<file path="config.mk">
export PLATFORM = sky130hd
export DESIGN_NAME = dfw_queue
export DESIGN_NICKNAME = d
export VERILOG_FILES = /design/src/rtl/dfw_pkg.sv /design/src/rtl/dfw_queue.sv
export VERILOG_INCLUDE_DIRS = /design/src /design/src/rtl
export SDC_FILE = /design/constraint.sdc
export NUM_CORES = 1
export LEC_CHECK = 0
export BUFFER_PORTS_ARGS = -buffer_cell sky130_fd_sc_hd__buf_2
export CAP_MARGIN = 20
export CORE_AREA = 4 4 69 71
export DETAILED_ROUTE_END_ITERATION = 6
export DIE_AREA = 0 0 73 75
export PLACE_DENSITY = 0.58
export SYNTH_ARGS = -nofsm -noshare
export SYNTH_HDL_FRONTEND = slang
export SYNTH_SLANG_ARGS = --single-unit
</file>
<file path="constraint.sdc">
create_clock -name i_clk -period 1.83 [get_ports i_clk]
set_input_delay 0.366 -clock i_clk [delete_from_list [all_inputs] [get_ports i_clk]]
set_output_delay 0.366 -clock i_clk [all_outputs]
set_load 0.02 [all_outputs]
</file>
<file path="src/rtl/distance_falloff_weight_unit_defines.svh">
// ----------------------------------------------------------------------------
// distance_falloff_weight_unit_defines
// Assertion shorthands shared by the weight unit modules. Each expects the
// module to have i_clk and an active-low i_rst_n.
// ----------------------------------------------------------------------------
`ifndef DISTANCE_FALLOFF_WEIGHT_UNIT_DEFINES_SVH
`define DISTANCE_FALLOFF_WEIGHT_UNIT_DEFINES_SVH

// Same-cycle implication, checked out of reset
`define DFW_ASSERT_NOW(lbl, ante, cons, msg) \
    lbl: assert property (@(posedge i_clk) disable iff (!i_rst_n) (ante) |-> (cons)) \
        else $error(msg);

// Next-cycle implication, checked out of reset
`define DFW_ASSERT_NEXT(lbl, ante, cons, msg) \
    lbl: assert property (@(posedge i_clk) disable iff (!i_rst_n) (ante) |=> (cons)) \
        else $error(msg);

`endif

</file>
<file path="src/rtl/dfw_pkg.sv">
// ----------------------------------------------------------------------------
// dfw_pkg
// Types and constants shared by the distance falloff weight unit.
// ----------------------------------------------------------------------------
package dfw_pkg;

    localparam int COORD_W  = 24;
    localparam int DIFF_W   = 25;
    localparam int RADIUS_W = 23;
    localparam int WEIGHT_W = 17;
    localparam int CFG_IDX_W = 4;

    localparam logic [WEIGHT_W-1:0] FULL_WEIGHT = 17'd65536;
    localparam logic [RADIUS_W-1:0] OUTER_RESET = 23'd25600;

    typedef logic signed [COORD_W-1:0] t_coord;
    typedef logic        [RADIUS_W-1:0] t_radius;
    typedef logic        [WEIGHT_W-1:0] t_weight;

    // Configuration register indexes
    typedef enum logic [CFG_IDX_W-1:0] {
        CFG_START_X      = 4'd0,
        CFG_START_Y      = 4'd1,
        CFG_START_Z      = 4'd2,
        CFG_END_X        = 4'd3,
        CFG_END_Y        = 4'd4,
        CFG_END_Z        = 4'd5,
        CFG_INNER_RADIUS = 4'd6,
        CFG_OUTER_RADIUS = 4'd7
    } t_cfg_idx;

    typedef struct packed {
        t_coord sx;
        t_coord sy;
        t_coord sz;
        t_coord ex;
        t_coord ey;
        t_coord ez;
    } t_dfw_seg;

    typedef struct packed {
        t_radius inner;
        t_radius outer;
    } t_dfw_radii;

    // Vertex minus start (w) and end minus start (d), per axis
    typedef struct packed {
        logic [2:0][DIFF_W-1:0] w;
        logic [2:0][DIFF_W-1:0] d;
    } t_dfw_item;

    typedef struct packed {
        logic full;
        logic empty;
    } t_q_stat;

    // Which point of the segment is nearest
    typedef enum logic [1:0] {
        NEAR_START = 2'd0,
        NEAR_END   = 2'd1,
        NEAR_INNER = 2'd2
    } t_near;

    // How the final weight is formed
    typedef enum logic [1:0] {
        WC_FULL = 2'd0,
        WC_ZERO = 2'd1,
        WC_DIV  = 2'd2
    } t_wcode;

endpackage

</file>
<file path="src/rtl/dfw_queue.sv">
// ----------------------------------------------------------------------------
// dfw_queue
// Small register-based first-in first-out queue with count and status.
// ----------------------------------------------------------------------------
`include "distance_falloff_weight_unit_defines.svh"

module dfw_queue
    import dfw_pkg::*;
#(
    parameter int WIDTH = 8,
    parameter int DEPTH = 4
) (
    input  logic             i_clk,
    input  logic             i_rst_n,
    input  logic             i_push,
    input  logic [WIDTH-1:0] i_data,
    input  logic             i_pop,
    output logic [WIDTH-1:0] o_data,
    output t_q_stat          o_stat
);

    localparam int PTR_W = (DEPTH > 1) ? $clog2(DEPTH) : 1;
    localparam int CNT_W = $clog2(DEPTH + 1);

    logic [WIDTH-1:0] r_mem [DEPTH];
    logic [PTR_W-1:0] r_wr;
    logic [PTR_W-1:0] r_rd;
    logic [CNT_W-1:0] r_cnt;
    logic [PTR_W-1:0] n_wr;
    logic [PTR_W-1:0] n_rd;

    // Wrap pointers at the depth
    assign n_wr = (r_wr == PTR_W'(DEPTH - 1)) ? '0 : r_wr + 1'b1;
    assign n_rd = (r_rd == PTR_W'(DEPTH - 1)) ? '0 : r_rd + 1'b1;

    // Store requests
    always_ff @(posedge i_clk) begin
        if (i_push) begin
            r_mem[r_wr] <= i_data;
        end
    end

    // Advance pointers and count
    always_ff @(posedge i_clk) begin
        if (!i_rst_n) begin
            r_wr  <= '0;
            r_rd  <= '0;
            r_cnt <= '0;
        end else begin
            if (i_push) begin
                r_wr <= n_wr;
            end
            if (i_pop) begin
                r_rd <= n_rd;
            end
            r_cnt <= r_cnt + CNT_W'(i_push) - CNT_W'(i_pop);
        end
    end

    assign o_data       = r_mem[r_rd];
    assign o_stat.full  = (r_cnt == CNT_W'(DEPTH));
    assign o_stat.empty = (r_cnt == '0);

    `DFW_ASSERT_NOW(a_no_overflow, i_push, !o_stat.full, "push into a full queue")
    `DFW_ASSERT_NOW(a_no_underflow, i_pop, !o_stat.empty, "pop from an empty queue")
    `DFW_ASSERT_NEXT(a_count_up, i_push && !i_pop, r_cnt == $past(r_cnt) + 1'b1, "count lost a push")

endmodule

</file>
; ---- Word-level counts from Yosys, hierarchy flattened
; Memory sizes are Yosys's and may differ from the RTL's. A register that Yosys moved wholly into a read port is not among the register bits.
; Index checks and enable logic that the tools add are counted.
[op_classes]
n_reduce_logical = 1
muxes = 6
n_addsub = 4
n_eq_ne = 3
[op_table]
columns = cell, n
row1 = 2-bit two-way mux, 4
row2 = 2-bit by 1-bit adder with 2-bit output (second input constant), 2
row3 = 2-bit equality test (second input constant), 2
row4 = 3-bit by 1-bit adder with 3-bit output, 1
row5 = 3-bit equality test (second input constant), 1
row6 = 3-bit zero test, 1
row7 = 3-bit by 1-bit subtractor with 3-bit output, 1
row8 = 1-bit two-way mux, 2
[totals]
input_bits = 12
wordCells = 18
regBits = 7
n_memories = 1
out_inout_bits = 10
ramBits = 32
[mem_list]
columns = name, words, width, rd, rd_clocked_by_memory_dff, write_ports, line_no
row1 = r_mem, 4, 8, 1, 1, 1, dfw_queue.sv:25  ; logic [WIDTH-1:0] r_mem [DEPTH];

; ---- Depth between registers and ports, before layout
[depth]
word_depth = 4
depth_mapped = 7

; ---- Worst setup path before layout
; Ideal clock, no wire load.
[synth_path]
kind = input port to flip-flop
from = input i_pop
to = register r_cnt[2]
cell_stages = 6
arrival_time_ns = 1.407
setup_slack_ns = 0.307
path_buffers = 0
setup_time_ns = 0.116
cell_sequence = ha_1 inv_1 ha_1 fa_1 xor3_1 nor2_1
[synth_via]
elab_chain_cells = 1
[synth_rtl]
columns = element, line_no
row1 = "start, declared", dfw_queue.sv:17  ; input logic i_pop,
row2 = 3-bit by 1-bit subtractor with 3-bit output, dfw_queue.sv:56  ; r_cnt <= r_cnt + CNT_W'(i_push) - CNT_W'(i_pop);
row3 = "end signal, assigned", dfw_queue.sv:56
row4 = "end, declared", dfw_queue.sv:28  ; logic [CNT_W-1:0] r_cnt;
; No other way between the ends.
; A chain may end at the register's enable or synchronous reset.

==> results_dict.tcl <==
set metrics [dict create \
    synth_area_leaders "edfxtp_1 59%, dfxtp_1 11%, mux4_2 11%" \
    fmax_ghz 0.554 \
    critPathKind "flop to output pin" \
    final_common_cell "edfxtp_1" \
    min_period_ps 1810 \
    grt_max_degree 14 \
    met1Wirelength_um 1030 \
    multi_input_area_um2 432 \
    hold_viol_final 0 \
    required_ps 1460 \
    r2r_cells 7 \
    drive_gt1_frac 0.342 \
    placed_cell_area_um2 1780 \
    crit_path_end_kind "output pin" \
    grt.total_usage 0.106 \
    peakVddDrop_mv 0.657 \
    netlist_area_um2 1620 \
    synth_area_per_cell_um2 18.8 \
    core_area_um2 4230 \
    synth_largest_area_cell "edfxtp_1" \
    p_leak_nw 0.733 \
    ys_warn_count 0 \
    power.total_mw 2.11 \
    io_pins 22 \
    finClkSkew_ps 6.59 \
    worst_slew_pin_slew_ps 448 \
    wl_met2_um 1220 \
    rows 24 \
    clock_latency_ps 290 \
    hold-path-endpoint "r_mem[2][2]" \
    final_nets 133 \
    post_cts_buffers 0 \
    r2r_start "r_cnt[0]" \
    status "finished clean" \
    final_max_slew_viol_count 0 \
    via_per_inst 4.69 \
    synth_fp_nets 106 \
    top_layer_used "met4" \
    pwr_density_cell_nw_per_um2 1080 \
    setup_viol 0 \
    drt-initial-drc-count 26 \
    maxCapViolCount 0 \
    gp_congestion 0.694 \
    antenna_found_initial 0 \
    fin_cells 166 \
    dpl.cell_count 158 \
    cts_tree "built" \
    dp_hpwl_um 1740 \
    hold_ws_ps 287 \
    grt.overflow.total 0 \
    ys_types 17 \
    clk_pin_slew_ps 80 \
    area_growth_pct 20.7 \
    clk_path_buf_depth 2 \
    wl_per_cell_um 14.9 \
    hold_buffers 0 \
    final_antenna_net_count 0 \
    cts_sinks 41 \
    die_width_um 73 \
    hp-class "input port to flop" \
    period_share 0.986 \
    wl_um 2480 \
    ff_latch_area_um2 1140 \
    first_pass_iters 4 \
    synth_seq_cells 41 \
    critPathArrivalTime_ps 1440 \
    finalInstanceArea_um2 1950 \
    cp_max_fo 8 \
    synth_cells 86 \
    ys_seq_area_frac 0.706 \
    cts_made_buffers 5 \
    start_util 0.382 \
    dr_wl_met3_um 148 \
    rsz0062_at_grt "yes" \
    grt_pass1_vias 860 \
    htreeDepth 2 \
    nFillCells 354 \
    drc 0 \
    mostFrequentLayoutCells "32 x edfxtp_1, 13 x buf_2, 8 x mux4_2, 8 x buf_6" \
    cts-root-buf "clkbuf_8" \
    critPathLaunchType "flop" \
    tns_ps 0 \
    via_count 778 \
    io_buffers 21 \
    hold_path_depth 1 \
    hold_path_startpoint "i_data[2]" \
    rr_endpoint "r_cnt[2]" \
    grt_pass1_wl_um 4000 \
    ff2ff_setup_slack_ps 230 \
    slew_headroom 0.701 \
    antennaDiodeCount 0 \
    dieArea_um2 5480 \
    synthDominantCellAreaShare 0.595 \
    die_h_um 75 \
]
registers in the layout (all words and copies together), names as in the netlist, named ones only:
signal / flops
r_rd: 2
r_cnt: 3
r_mem: 32
r_wr: 2
final cells by class:
type | count | share of cell area
multi-input combinational | 36 | 0.221
clock buffer | 6 | 0.0372
timing repair buffer | 22 | 0.0899
inverter | 7 | 0.0135
sequential | 41 | 0.587
tap | 52 | 0.0334
clock inverter | 2 | 0.0180
kinds of logic (layout without fill, tap and decap cells):
| group | count (synthesis) | count (layout) | synth area share |
|---|---|---|---|
| flip-flops | 41 | 41 | 0.706 |
| AND/OR/NAND/NOR | 15 | 15 | 0.0558 |
| multiplexers | 10 | 10 | 0.124 |
| buffers and inverters | 9 | 37 | 0.0263 |
| adder cells (fa/ha/maj) | 8 | 8 | 0.0666 |
| AO/OA/AOI/OAI | 2 | 2 | 0.00620 |
| XOR/XNOR | 1 | 1 | 0.0147 |
what timing repair did:
item,4_1_cts,5_1_grt
gates cloned,0,0
pin swaps,0,0
setup endpoints to repair,8,8
resized for setup,9,12
cells in the mapped netlist:
| master | instances |
|---|---|
| and2_1 | 6 |
| nor2_1 | 3 |
| ha_1 | 7 |
| a21oi_1 | 2 |
| mux4_2 | 8 |
| and3_1 | 1 |
| nor3_1 | 1 |
| dfxtp_1 | 9 |
| nand2b_1 | 2 |
| xor3_1 | 1 |
| clkbuf_2 | 1 |
| buf_6 | 1 |
| or3b_1 | 2 |
| mux2i_1 | 2 |
| inv_1 | 7 |
| fa_1 | 1 |
| edfxtp_1 | 32 |
layer usage:
| metal | vias up | global-route usage |
|---|---|---|
| met4 | 0 | 0.0799 |
| met2 | 19 | 0.165 |
| li1 | 371 | - |
| met5 | - | 0 |
| met3 | 8 | 0.0360 |
| met1 | 380 | 0.122 |
per-stage QoR:
stage                util  setup WS, ps
floorplan               -           307
global placement    0.420           148
detailed placement  0.420          86.4
CTS                 0.452         0.124
global route        0.460         -38.9
finish              0.460          25.0
worst max path at each step:
stage                     start        end  slack (ps)  depth (start not counted)
after floorplan           i_pop   r_cnt[2]         310                          6
after global routing       flop  o_data[1]         -40                          3
final                      flop  o_data[1]          20                          3
after detailed placement  i_pop   r_cnt[2]          90                          7
after global placement    i_pop   r_cnt[2]         150                          7
after CTS                  flop  o_data[1]         0.1                          3
critical path: stages (launching register included):
cell and delay, ps:
dfxtp_2 340, buf_12 140, mux4_2 520, buf_6 150
power by group:
part | switching [mW] | internal (mW) | leakage, nW | total [mW]
combinational | 0.156 | 0.173 | 0.309 | 0.328
clock | 0.283 | 0.404 | 0.0552 | 0.687
sequential | 0.0321 | 1.06 | 0.369 | 1.09
Note: power is estimated with default switching activity, not from simulation.
