===== config.mk =====
export PLATFORM = sky130hd
export DESIGN_NAME = dfw_front
export DESIGN_NICKNAME = d
export VERILOG_FILES = /design/src/rtl/distance_falloff_weight_unit_defines.svh /design/src/rtl/dfw_pkg.sv /design/src/rtl/dfw_front.sv
export SDC_FILE = /design/constraint.sdc
export NUM_CORES = 1
export LEC_CHECK = 0
export BUFFER_PORTS_ARGS = -buffer_cell sky130_fd_sc_hd__clkbuf_2
export CORE_MARGIN = 4
export CORE_UTILIZATION = 53
export CTS_CLUSTER_DIAMETER = 150
export DETAILED_ROUTE_END_ITERATION = 10
export PLACE_DENSITY = 0.82
export REMOVE_ABC_BUFFERS = 1
export SYNTH_ARGS = -nofsm -noshare
export SYNTH_HDL_FRONTEND = slang
export SYNTH_SLANG_ARGS = --single-unit

===== constraint.sdc =====
create_clock -name i_clk -period 11.5 [get_ports i_clk]
set_clock_uncertainty 0.15 [all_clocks]
set_input_delay 2.3 -clock i_clk [delete_from_list [all_inputs] [get_ports i_clk]]
set_output_delay 2.3 -clock i_clk [all_outputs]
set_load 0.005 [all_outputs]

===== src/rtl/distance_falloff_weight_unit_defines.svh =====
// ----------------------------------------------------------------------------
// distance_falloff_weight_unit_defines
// Assertion shorthands shared by the weight unit modules. Each expects the
// module to have i_clk and an active-low i_rst_n.
// ----------------------------------------------------------------------------
`ifndef DISTANCE_FALLOFF_WEIGHT_UNIT_DEFINES_SVH
`define DISTANCE_FALLOFF_WEIGHT_UNIT_DEFINES_SVH

// Same-cycle implication, checked out of reset
`define DFW_ASSERT_NOW(lbl, ante, cons, msg) \
    lbl: assert property (@(posedge i_clk) disable iff (!i_rst_n) (ante) |-> (cons)) \
        else $error(msg);

// Next-cycle implication, checked out of reset
`define DFW_ASSERT_NEXT(lbl, ante, cons, msg) \
    lbl: assert property (@(posedge i_clk) disable iff (!i_rst_n) (ante) |=> (cons)) \
        else $error(msg);

`endif


===== src/rtl/dfw_pkg.sv =====
// ----------------------------------------------------------------------------
// dfw_pkg
// Types and constants shared by the distance falloff weight unit.
// ----------------------------------------------------------------------------
package dfw_pkg;

    localparam int COORD_W  = 24;
    localparam int DIFF_W   = 25;
    localparam int RADIUS_W = 23;
    localparam int WEIGHT_W = 17;
    localparam int CFG_IDX_W = 4;

    localparam logic [WEIGHT_W-1:0] FULL_WEIGHT = 17'd65536;
    localparam logic [RADIUS_W-1:0] OUTER_RESET = 23'd25600;

    typedef logic signed [COORD_W-1:0] t_coord;
    typedef logic        [RADIUS_W-1:0] t_radius;
    typedef logic        [WEIGHT_W-1:0] t_weight;

    // Configuration register indexes
    typedef enum logic [CFG_IDX_W-1:0] {
        CFG_START_X      = 4'd0,
        CFG_START_Y      = 4'd1,
        CFG_START_Z      = 4'd2,
        CFG_END_X        = 4'd3,
        CFG_END_Y        = 4'd4,
        CFG_END_Z        = 4'd5,
        CFG_INNER_RADIUS = 4'd6,
        CFG_OUTER_RADIUS = 4'd7
    } t_cfg_idx;

    typedef struct packed {
        t_coord sx;
        t_coord sy;
        t_coord sz;
        t_coord ex;
        t_coord ey;
        t_coord ez;
    } t_dfw_seg;

    typedef struct packed {
        t_radius inner;
        t_radius outer;
    } t_dfw_radii;

    // Vertex minus start (w) and end minus start (d), per axis
    typedef struct packed {
        logic [2:0][DIFF_W-1:0] w;
        logic [2:0][DIFF_W-1:0] d;
    } t_dfw_item;

    typedef struct packed {
        logic full;
        logic empty;
    } t_q_stat;

    // Which point of the segment is nearest
    typedef enum logic [1:0] {
        NEAR_START = 2'd0,
        NEAR_END   = 2'd1,
        NEAR_INNER = 2'd2
    } t_near;

    // How the final weight is formed
    typedef enum logic [1:0] {
        WC_FULL = 2'd0,
        WC_ZERO = 2'd1,
        WC_DIV  = 2'd2
    } t_wcode;

endpackage


===== src/rtl/dfw_front.sv =====
// ----------------------------------------------------------------------------
// dfw_front
// Accepts vertices, forms offsets from the segment start and hands them on.
// ----------------------------------------------------------------------------
module dfw_front
    import dfw_pkg::*;
(
    input  logic      i_clk,
    input  logic      i_rst_n,
    input  logic      i_push,
    input  t_coord    i_vertex_x,
    input  t_coord    i_vertex_y,
    input  t_coord    i_vertex_z,
    input  t_dfw_seg  i_seg,
    input  t_q_stat   i_mid_stat,
    output logic      o_full,
    output logic      o_push,
    output t_dfw_item o_item
);

    logic      r_valid;
    t_dfw_item r_item;
    t_dfw_item n_item;
    logic      accept;

    assign o_full = r_valid && i_mid_stat.full;
    assign o_push = r_valid && !i_mid_stat.full;
    assign accept = i_push && !o_full;

    // Form vertex and segment offsets
    always_comb begin
        n_item.w[0] = DIFF_W'(i_vertex_x) - DIFF_W'(i_seg.sx);
        n_item.w[1] = DIFF_W'(i_vertex_y) - DIFF_W'(i_seg.sy);
        n_item.w[2] = DIFF_W'(i_vertex_z) - DIFF_W'(i_seg.sz);
        n_item.d[0] = DIFF_W'(i_seg.ex) - DIFF_W'(i_seg.sx);
        n_item.d[1] = DIFF_W'(i_seg.ey) - DIFF_W'(i_seg.sy);
        n_item.d[2] = DIFF_W'(i_seg.ez) - DIFF_W'(i_seg.sz);
    end

    // Hold the request until the queue takes it
    always_ff @(posedge i_clk) begin
        if (!i_rst_n) begin
            r_valid <= 1'b0;
        end else if (accept) begin
            r_valid <= 1'b1;
        end else if (o_push) begin
            r_valid <= 1'b0;
        end
    end

    always_ff @(posedge i_clk) begin
        if (accept) begin
            r_item <= n_item;
        end
    end

    assign o_item = r_item;

endmodule


# After elaboration in Yosys (flattened, before gate mapping)
# Cells that the tools add are included.
classes:
  n_reduce_logical: 6
  shifts: 0
  order_cmp: 0
  bitwise_logic: 0
  add_sub_neg: 6
  div_mod_pow: 0
  n_mux: 2
  eq_ne: 0
  n_mul: 0
op_table:
  columns: ["cell", "n"]
  rows:
  - ["subtractor 24 x 24 -> 25 bit", 6]
  - ["logical AND 1 bit", 3]
  - ["zero test 1 bit", 2]
  - ["two-way mux 1 bit", 2]
  - ["nonzero test 2 bit", 1]
word_totals:
  ramBits: 0
  latchBits: 0
  ff_bits: 151
  n_memories: 0
  input_bits: 221
  romBits: 0
  out_inout_bits: 152

# Logic depth before layout (Yosys ltp)
# Gate-level depths: netlist of run 1.
depth:
  ltp_word: 4
  mapped_depth: 11
  mapped_depth_nobuf: 11

# Worst setup path after synthesis of run 1
# OpenSTA, ideal clock, no wires.
synth_path:
  kind: "input to register"
  startpoint: "input port i_mid_stat[1] (netlist name)"
  endpoint: "register r_item (netlist bit o_item[0]) (enable)"
  path_buffers: 0
  setup_time_ns: 0.679
  required_time_ns: 10.671
  arrival_ns: 9.121
  path_stages: 2
  slack_ns: 1.549
  cell_sequence: "and2_1 > nor2b_1"
synth_via:
  elab_chain_len: 3
synth_rtl:
  columns: ["item", "line_no", "text"]
  rows:
  - ["start, declared", "dfw_front.sv:15", "input t_q_stat i_mid_stat,"]
  - ["logical AND 1 bit", "dfw_front.sv:26", "assign o_full = r_valid && i_mid_stat.full;"]
  - ["zero test 1 bit", "dfw_front.sv:28", "assign accept = i_push && !o_full;"]
  - ["logical AND 1 bit", "dfw_front.sv:28", null]
  - ["net accept", "dfw_front.sv:24", "logic accept;"]
  - ["end signal, assigned", "dfw_front.sv:53", "r_item <= n_item;"]
  - ["end, declared", "dfw_front.sv:22", "t_dfw_item r_item;"]
# The timed path passes the listed nets, and every way through them passes these cells.
# A chain may end at the register's enable or synchronous reset.

# Worst setup path in the final report of run 1
layout_path:
  startpoint: "input port i_mid_stat[1] (netlist name)"
  endpoint: "output port o_full"
layout_via:
  elab_chain_len: 1
layout_rtl:
  columns: ["item", "line_no", "text"]
  rows:
  - ["logical AND 1 bit", "dfw_front.sv:26", null]
  - ["end, declared", "dfw_front.sv:16", "output logic o_full,"]
# No other way between the ends.

==> flow_summary.ini, run 1 <==
[floorplanning]
io-pin-count = 373
core_area_um2 = 22000
rows = 54
dieWidth_um = 158
initial_core_util_pct = 54.3
chipHeight_um = 158
dieArea_um2 = 25000

[logic_synthesis]
synthMostInstantiatedCell = edfxtp_1
ys_ff_latch = 151
synth_edf_count = 150
synth_top_cell_area_share_pct = 37.6
yosysTopAreaCell = edfxtp_1
synth.distinct_cells = 65
synthCells = 1231
syn_avg_cell_area_um2 = 9.72
yosys_warnings = 0
synthTopCellsByCount = 150 x edfxtp_1, 144 x ha_1, 122 x inv_1, 113 x a21oi_1, 72 x xnor2_1
ys_seq_area_share_pct = 37.8
synth_area_leaders = edfxtp_1 38%, ha_1 15%, xnor2_1 5.3%
ys.flop_type = edfxtp_1
synthArstFlopShare_pct = 0
syn_area_um2 = 12000

[final_layout]
antenna_cells = 0
multi_input_area_um2 = 6920
n_fill_cell = 1769
seqCellArea_um2 = 4520
final_cells = 1897
drive_above_1_share_pct = 25.9
fin_nets = 1975
area_growth_pct = 23.3

[global_routing]
overflow = 0
antenna_found_initial = 1
grt_max_degree = 67
first_global_vias = 10600
track_usage_pct = 25.9
grt_pass1_wl_um = 51200

[clocking]
cts-resized-gates = 0
clkLatencyLatePin_ns = 0.43
cts_buffers = 17
hold_buffers = 0
cts_buffer_depth = 2
path_clk_slew_ns = 0.07
clock_sinks = 151
cts_tree = yes
cts-htree-levels = 4
root_buffer = clkbuf_16
cts_setup_buffers = 0

[pwr]
power_mw = 1.93
p_leak_nw = 7.17
p_per_area_nw_per_um2 = 131
peakVddDrop_mv = 0.0869

[routing]
drtIter0Drc = 579
vias = 10800
drtPass1Iterations = 5
drc = 0
antenna_left = 0
routed_wirelength_um = 34000
wire_per_inst_um = 17.9
viasPerCell = 5.71

[placement]
dp_hpwl_um = 27200
io_buffers = 371
place.gp.congestion = 0.963
dp_cells = 1865
dpl_worst_slack_ns = 5.99

[sta]
slew_viol_final = 0
setup_viol = 0
fmax_mhz = 193
tns_ns = 0
hold_violations = 0
post-route-min-period_ns = 5.18
timing.final.ws_setup_ns = 6.32
final.period_utilization_pct = 45.0
relSlewSlack_pct = 40.4
max_slew.worst_pin.slew_ns = 0.894
rsz0062_at_grt = no

[critical_path]
ff2ff_setup_slack_ns = 9.11
cp_slowest_cell = and2_1
critPathCaptureType = output pin
cp.required_ns = 9.05
cp_cell_sequence = clkbuf_2 -> and2_1 -> clkbuf_2
path_depth = 3
crit_buf_inv = 2
crit_start = i_mid_stat[1]
path_class = input port to output pin
critical_path.max_fanout = 3
rr_startpoint = r_valid
r2r_cells = 3
crit_path_end = o_full
cp.arrival_ns = 2.73
slowest_delay_ns = 0.20
crit_top_cell = clkbuf_2
rr_endpoint = o_item[108]
start_kind = input port
cp_top_family = buffers and inverters

[min_path]
hp-class = flip-flop to flip-flop
hold_path_depth = 2

[run_status]
status = complete, no violations

[job]
drv_cap = 0
-- worst min-delay path by stage --
stage / startpoint / to / slack [ns]
CTS: r_valid / r_valid / 0.54
global placement: r_valid / r_valid / 0.49
global route: r_valid / r_valid / 0.57
floorplan: r_valid / r_valid / 0.44
detailed placement: r_valid / r_valid / 0.52
finish: r_valid / r_valid / 0.53
-- worst reg2reg max path, stage by stage (launching register included) --
cell and delay, ns:
dfxtp_1 0.31, and2_1 0.18, nor2b_4 0.53, buf_4 0.79
-- placed cells by master (no fill, tap or decap), drive strengths merged, types with 4 or more instances in the layout --
| master | n |
|---|---|
| a21oi | 113 |
| a21boi | 8 |
| o31ai | 9 |
| a211oi | 9 |
| a221oi | 6 |
| a21o | 65 |
| ha | 144 |
| o31a | 4 |
| edfxtp | 150 |
| o21ai | 72 |
| clkbuf | 388 |
| nand2b | 16 |
| xor2 | 41 |
| a31oi | 11 |
| inv | 130 |
| nor2b | 29 |
| or2 | 5 |
| fa | 6 |
| or3 | 4 |
| nor3 | 17 |
| o2111ai | 6 |
| nand2 | 68 |
| xnor2 | 72 |
| a41oi | 4 |
| o21bai | 17 |
| o311ai | 5 |
| a31o | 4 |
| and3 | 12 |
| o21a | 26 |
| and2 | 5 |
| o211ai | 10 |
| a211o | 5 |
| nand4 | 11 |
| nor2 | 68 |
| nand3 | 25 |
-- sequential cells by signal, summed over array words and instances (netlist names) --
signal and cells:
o_item 150, r_valid 1
-- layout make-up --
class                      count  area share, %
tap                          280           2.37
clock buffer                  17           2.88
multi-input combinational    939           46.9
sequential                   151           30.7
clock inverter                15           1.40
inverter                     122           3.10
timing repair buffer         373           12.7
-- metal layers --
metal | track usage [%] | vias to the layer above | routed length (um)
met5 | 0 | - | 12
met4 | 8.81 | 2 | 998
met3 | 8.02 | 74 | 3160
met2 | 45.2 | 482 | 16400
met1 | 30.2 | 4989 | 13300
li1 | - | 5290 | -
-- power breakdown --
| part | total (mW) | leakage (nW) | switching, mW | internal [mW] |
|---|---|---|---|---|
| clock network | 0.618 | 0.306 | 0.266 | 0.352 |
| logic | 0.582 | 5.41 | 0.324 | 0.257 |
| registers | 0.729 | 1.46 | 0.0207 | 0.708 |
-- per-stage QoR --
stage	utilization, %	instance area [um2]	hold WS (ns)
after floorplan	-	11900	0.438
after global placement	64.1	14100	0.491
after detailed placement	64.1	14100	0.523
after CTS	67.0	14800	0.541
after global routing	67.0	14800	0.572
final	67.0	14800	0.528
-- cells by family after synthesis --
| family | after synthesis | synth area share [%] |
|---|---|---|
| multiplexers | 2 | 0.167 |
| flip-flops | 151 | 37.8 |
| adder cells (fa/ha/maj) | 150 | 16.1 |
| AO/OA/AOI/OAI | 402 | 22.1 |
| AND/OR/NAND/NOR | 272 | 11.1 |
| XOR/XNOR | 113 | 8.27 |
| buffers and inverters | 141 | 4.46 |
Power figures use the tool's default switching activity.
==> run 2, diff against run 1 <==
Settings changed: CORE_UTILIZATION 53 to 48, PLACE_DENSITY 0.82 to 0.79.
Clock period 11.5 ns to 4.66 ns, I/O delays scaled along.
==> flow_summary.ini, run 2 (synthesis results as in run 1) <==
[placement]
postPlaceCellArea_um2 = 14200
io_buffers = 371
dp_cells = 1908
place.gp.congestion = 0.898
dpl_worst_slack_ns = 0.647
dp_hpwl_um = 26700

[global_routing]
overflow = 0
grt_pass1_wl_um = 52200
first_global_vias = 10300
grt_busiest_layer = met2
grt.met1_usage_pct = 28.4
grt.met2_usage_pct = 39.6
grt_util_met3_pct = 5.19
grt_max_degree = 151
track_usage_pct = 23.0
antenna_found_initial = 0

[clocking]
cts_buffers = 17
clock_sinks = 151
cts_buffer_depth = 2
clkLatencyLatePin_ns = 0.42
hold_buffers = 0
cts_tree = yes
root_buffer = clkbuf_16
cts-resized-gates = 0
path_clk_slew_ns = 0.07
cts-htree-levels = 4
cts_setup_buffers = 0

[critical_path]
ff2ff_setup_slack_ns = 2.78
cp_top_family = compound AO/OA/AOI/OAI gates
rr_startpoint = r_valid
start_kind = input port
r2r_cells = 3
critical_path.max_fanout = 3
cp_slowest_cell = o31ai_1
cp.required_ns = 4.67
slowest_delay_ns = 0.56
path_class = input port to flip-flop
cp.arrival_ns = 3.76
critPathCaptureType = flip-flop
cp_cell_sequence = clkbuf_2 -> inv_1 -> ha_1 -> fa_1 -> nor2b_1 -> o211ai_1 -> a21oi_1 -> o21ai_1 -> o31ai_1 -> a21boi_0 -> a31oi_1 -> o21ai_0
crit_buf_inv = 2
rr_endpoint = o_item[35]

[routing]
antenna_left = 0
routed_wirelength_um = 32900
drtIter0Drc = 716
drtPass1Iterations = 5
drc = 0
viasPerCell = 5.53
wire_per_inst_um = 16.9
vias = 10700

[min_path]
hp-class = flip-flop to flip-flop
min_to = r_valid
hold_path_depth = 2
min_from = r_valid

[sta]
max_slew.worst_pin.slew_ns = 0.853
relSlewSlack_pct = 43.2
slew_viol_final = 0
fmax_mhz = 267
setup_viol = 0
rsz0062_at_grt = no
hold_ws_ns = 0.528
post-route-min-period_ns = 3.75
timing.final.ws_setup_ns = 0.910
final.period_utilization_pct = 80.5
tns_ns = 0
hold_violations = 0

[pwr]
p_leak_nw = 7.16
peakVddDrop_mv = 0.196
p_per_area_nw_per_um2 = 315
power_mw = 4.67

[final_layout]
fin_nets = 1974
fin_area_um2 = 14800
area_growth_pct = 23.7
largest_register_ffs = 150
fin_util_pct = 60.7
drive_above_1_share_pct = 25.9
mostFrequentLayoutCell = clkbuf_2
final_cells = 1941
mostFrequentLayoutCells = 371 x clkbuf_2, 150 x edfxtp_1, 144 x ha_1

[floorplanning]
initial_core_util_pct = 49.1
dieArea_um2 = 27500
dieWidth_um = 166
rows = 57
core_area_um2 = 24400
chipHeight_um = 166
io-pin-count = 373

[job]
drv_cap = 0

[run_status]
status = complete, no violations
run 2: changes by cell type in the layout (fill, tap and decap cells not counted):
cell        before  now
diode_2          0    1
buf_12           0    1
clkinv_4         2    4
clkinvlp_4       1    2
bufinv_16        3    2
clkbuf_8         0    4
inv_8            2    0
buf_4            2    0
inv_6            6    3
clkinv_8         1    0
run 2: cell type report:
type                       count  area [um2]
clock inverter                11         136
tap                          324         405
sequential                   151        4520
antenna                        1        2.50
multi-input combinational    939        6920
fill                        2127        9590
timing repair buffer         372        1880
clock buffer                  21         480
inverter                     122         458
run 2: per-layer routing:
metal | vias to the layer above | share of wire, %
li1 | 5294 | -
met1 | 4929 | 42
met2 | 428 | 49
met3 | 77 | 6.4
met4 | 0 | 3.3
met5 | - | 0
run 2: worst max path at each step:
stage / startpoint / end / slack (ns) / depth (start not counted)
2_1_floorplan: i_mid_stat[1] / o_item[0] / -3.92 / 2
3_3_place_gp: i_vertex_z[0] / o_item[149] / 0.69 / 12
3_5_place_dp: i_vertex_z[0] / o_item[149] / 0.65 / 12
4_1_cts: i_vertex_z[0] / o_item[143] / 1.09 / 12
5_1_grt: i_seg[81] / o_item[72] / 0.84 / 11
6_report: i_vertex_z[0] / o_item[143] / 0.91 / 12
run 2: worst min-delay path: cells and delay by family (launching register included):
family             cells  cell delay [ns]
and+or+nand+nor        1             0.21
DFF                    1             0.31
AOI/OAI and AO/OA      1             0.13
run 2: power by group:
| part | switching (mW) | leakage, nW | internal [mW] |
|---|---|---|---|
| Clock | 0.593 | 0.297 | 0.856 |
| Combinational | 0.786 | 5.41 | 0.636 |
| Sequential | 0.0496 | 1.46 | 1.75 |
| Total | 1.43 | 7.16 | 3.24 |
==> run 3, diff against run 2 <==
Clock period 4.66 ns to 3.4 ns, I/O delays scaled along.
==> flow_summary.ini, run 3 (synthesis results as in run 1) <==
[run_status]
status = complete, no violations

[sta]
setup_viol = 0
slew_viol_final = 0
rsz0062_at_grt = no
fmax_mhz = 309
final.period_utilization_pct = 95.2
hold_violations = 0
relSlewSlack_pct = 57.2
max_slew.worst_pin.slew_ns = 0.634
post-route-min-period_ns = 3.24

[final_layout]
area_growth_pct = 26.0
fin_nets = 2010
n_fill_cell = 2078
mostFrequentLayoutCell = clkbuf_2
largest_register_ffs = 150
mostFrequentLayoutCells = 371 x clkbuf_2, 150 x edfxtp_1, 144 x ha_1
fin_util_pct = 61.8
drive_above_1_share_pct = 27.5

[routing]
drtPass1Iterations = 5
wl_met1_um = 13600
wire_per_inst_um = 16.8
dr_wl_met2_um = 15900
vias = 10800
antenna_left = 0
drc = 0
routed_wirelength_um = 33200
drtIter0Drc = 743
viasPerCell = 5.46
route.met3.wl_um = 2140
routed.top_layer = met4

[placement]
place.gp.congestion = 0.905
dp_hpwl_um = 27300
io_buffers = 371

[clocking]
cts_buffers = 17
cts_buffer_depth = 2
cts-resized-gates = 0
cts-htree-levels = 4
cts_tree = yes
hold_buffers = 0
root_buffer = clkbuf_16
clkLatencyLatePin_ns = 0.41
cts_setup_buffers = 0
clock_sinks = 151
path_clk_slew_ns = 0.07

[critical_path]
cp.required_ns = 3.41
slowest_delay_ns = 0.56
critPathCaptureType = flip-flop
start_kind = input port
cp_slowest_cell = o311ai_0
path_class = input port to flip-flop
cp.arrival_ns = 3.25
crit_top_cell = o31a_1
r2r_cells = 3
critical_path.max_fanout = 4
cp_cell_sequence = clkbuf_2 -> inv_1 -> ha_1 -> nor2b_1 -> o31a_1 -> o31a_1 -> a22o_1 -> o311ai_0 -> o221ai_1 -> a21oi_1 -> xnor2_1

[floorplanning]
core_area_um2 = 24400
chipHeight_um = 166
dieWidth_um = 166
rows = 57
initial_core_util_pct = 49.1
io-pin-count = 373
dieArea_um2 = 27500

[pwr]
seq_power_share_pct = 38.3
power.internal_mw = 4.46
switching_share_pct = 30.5
p_per_area_nw_per_um2 = 426
p_comb_share_pct = 31.4
power_mw = 6.42
power.switching_mw = 1.96
p_leak_nw = 7.33
peakVddDrop_mv = 0.255
clock_power_share_pct = 30.3

[global_routing]
first_global_vias = 10600
track_usage_pct = 23.4
grt_pass1_wl_um = 53100
antenna_found_initial = 3
overflow = 0
grt_max_degree = 77

[job]
drv_cap = 0

[min_path]
hp-class = input port to flip-flop
hold_path_depth = 2
-- run 3: per-stage QoR --
step | cells | TNS, ns | instance area, um2 | setup WS [ns] | hold slack (ns)
finish | 1979 | 0 | 15100 | 0.163 | 0.333
global placement | 1944 | -0.150 | 14500 | -0.105 | 0.497
floorplan | 1212 | -739.62 | 11900 | -4.93 | 0.438
CTS | 1976 | 0 | 15100 | 0.177 | 0.311
detailed placement | 1944 | -0.789 | 14500 | -0.248 | 0.522
global route | 1979 | 0 | 15100 | 0.0654 | 0.313
-- run 3: metal layers --
| layer | track usage [%] | up-vias |
|---|---|---|
| met5 | 0 | - |
| met4 | 11.2 | 0 |
| met3 | 4.38 | 85 |
| met2 | 39.4 | 454 |
| met1 | 29.2 | 4894 |
| li1 | - | 5374 |
-- run 3: worst max-delay path, delay by kind of cell --
kind | cells | cell delay [ns]
AOI/OAI and AO/OA | 6 | 1.92
buffers and inverters | 2 | 0.15
adders and majority gates | 1 | 0.25
and+or+nand+nor | 1 | 0.15
xor gates and xnor gates | 1 | 0.09
-- run 3: area by class of cell --
class / instances / area (um2) / area share [%]
flip-flops and latches: 151 / 4520 / 30.0
repair buffers: 408 / 2160 / 14.3
diodes: 3 / 7.51 / 0.0498
clock inverters: 12 / 139 / 0.921
well taps: 324 / 405 / 2.69
inverters: 122 / 458 / 3.04
clock buffers: 20 / 467 / 3.09
multi-input cells: 939 / 6920 / 45.9
-- run 3: power by group through the flow --
stage	registers [mW]	logic (mW)	clock network, mW
after floorplan	2.55	1.21	0
after global placement	2.49	1.95	0
after detailed placement	2.50	1.99	0
after CTS	2.46	2.01	1.99
after global routing	2.48	2.23	2.09
final	2.46	2.01	1.95
-- run 3: path summary, 6_finish.rpt --
check,endpoint,slack (ns),from
worst min-delay path,r_valid,0.33,i_rst_n
worst min register to register,r_valid,0.54,r_valid
worst max-delay path,o_item[92],0.16,i_seg[121]
worst max register to register,o_item[110],1.80,r_valid
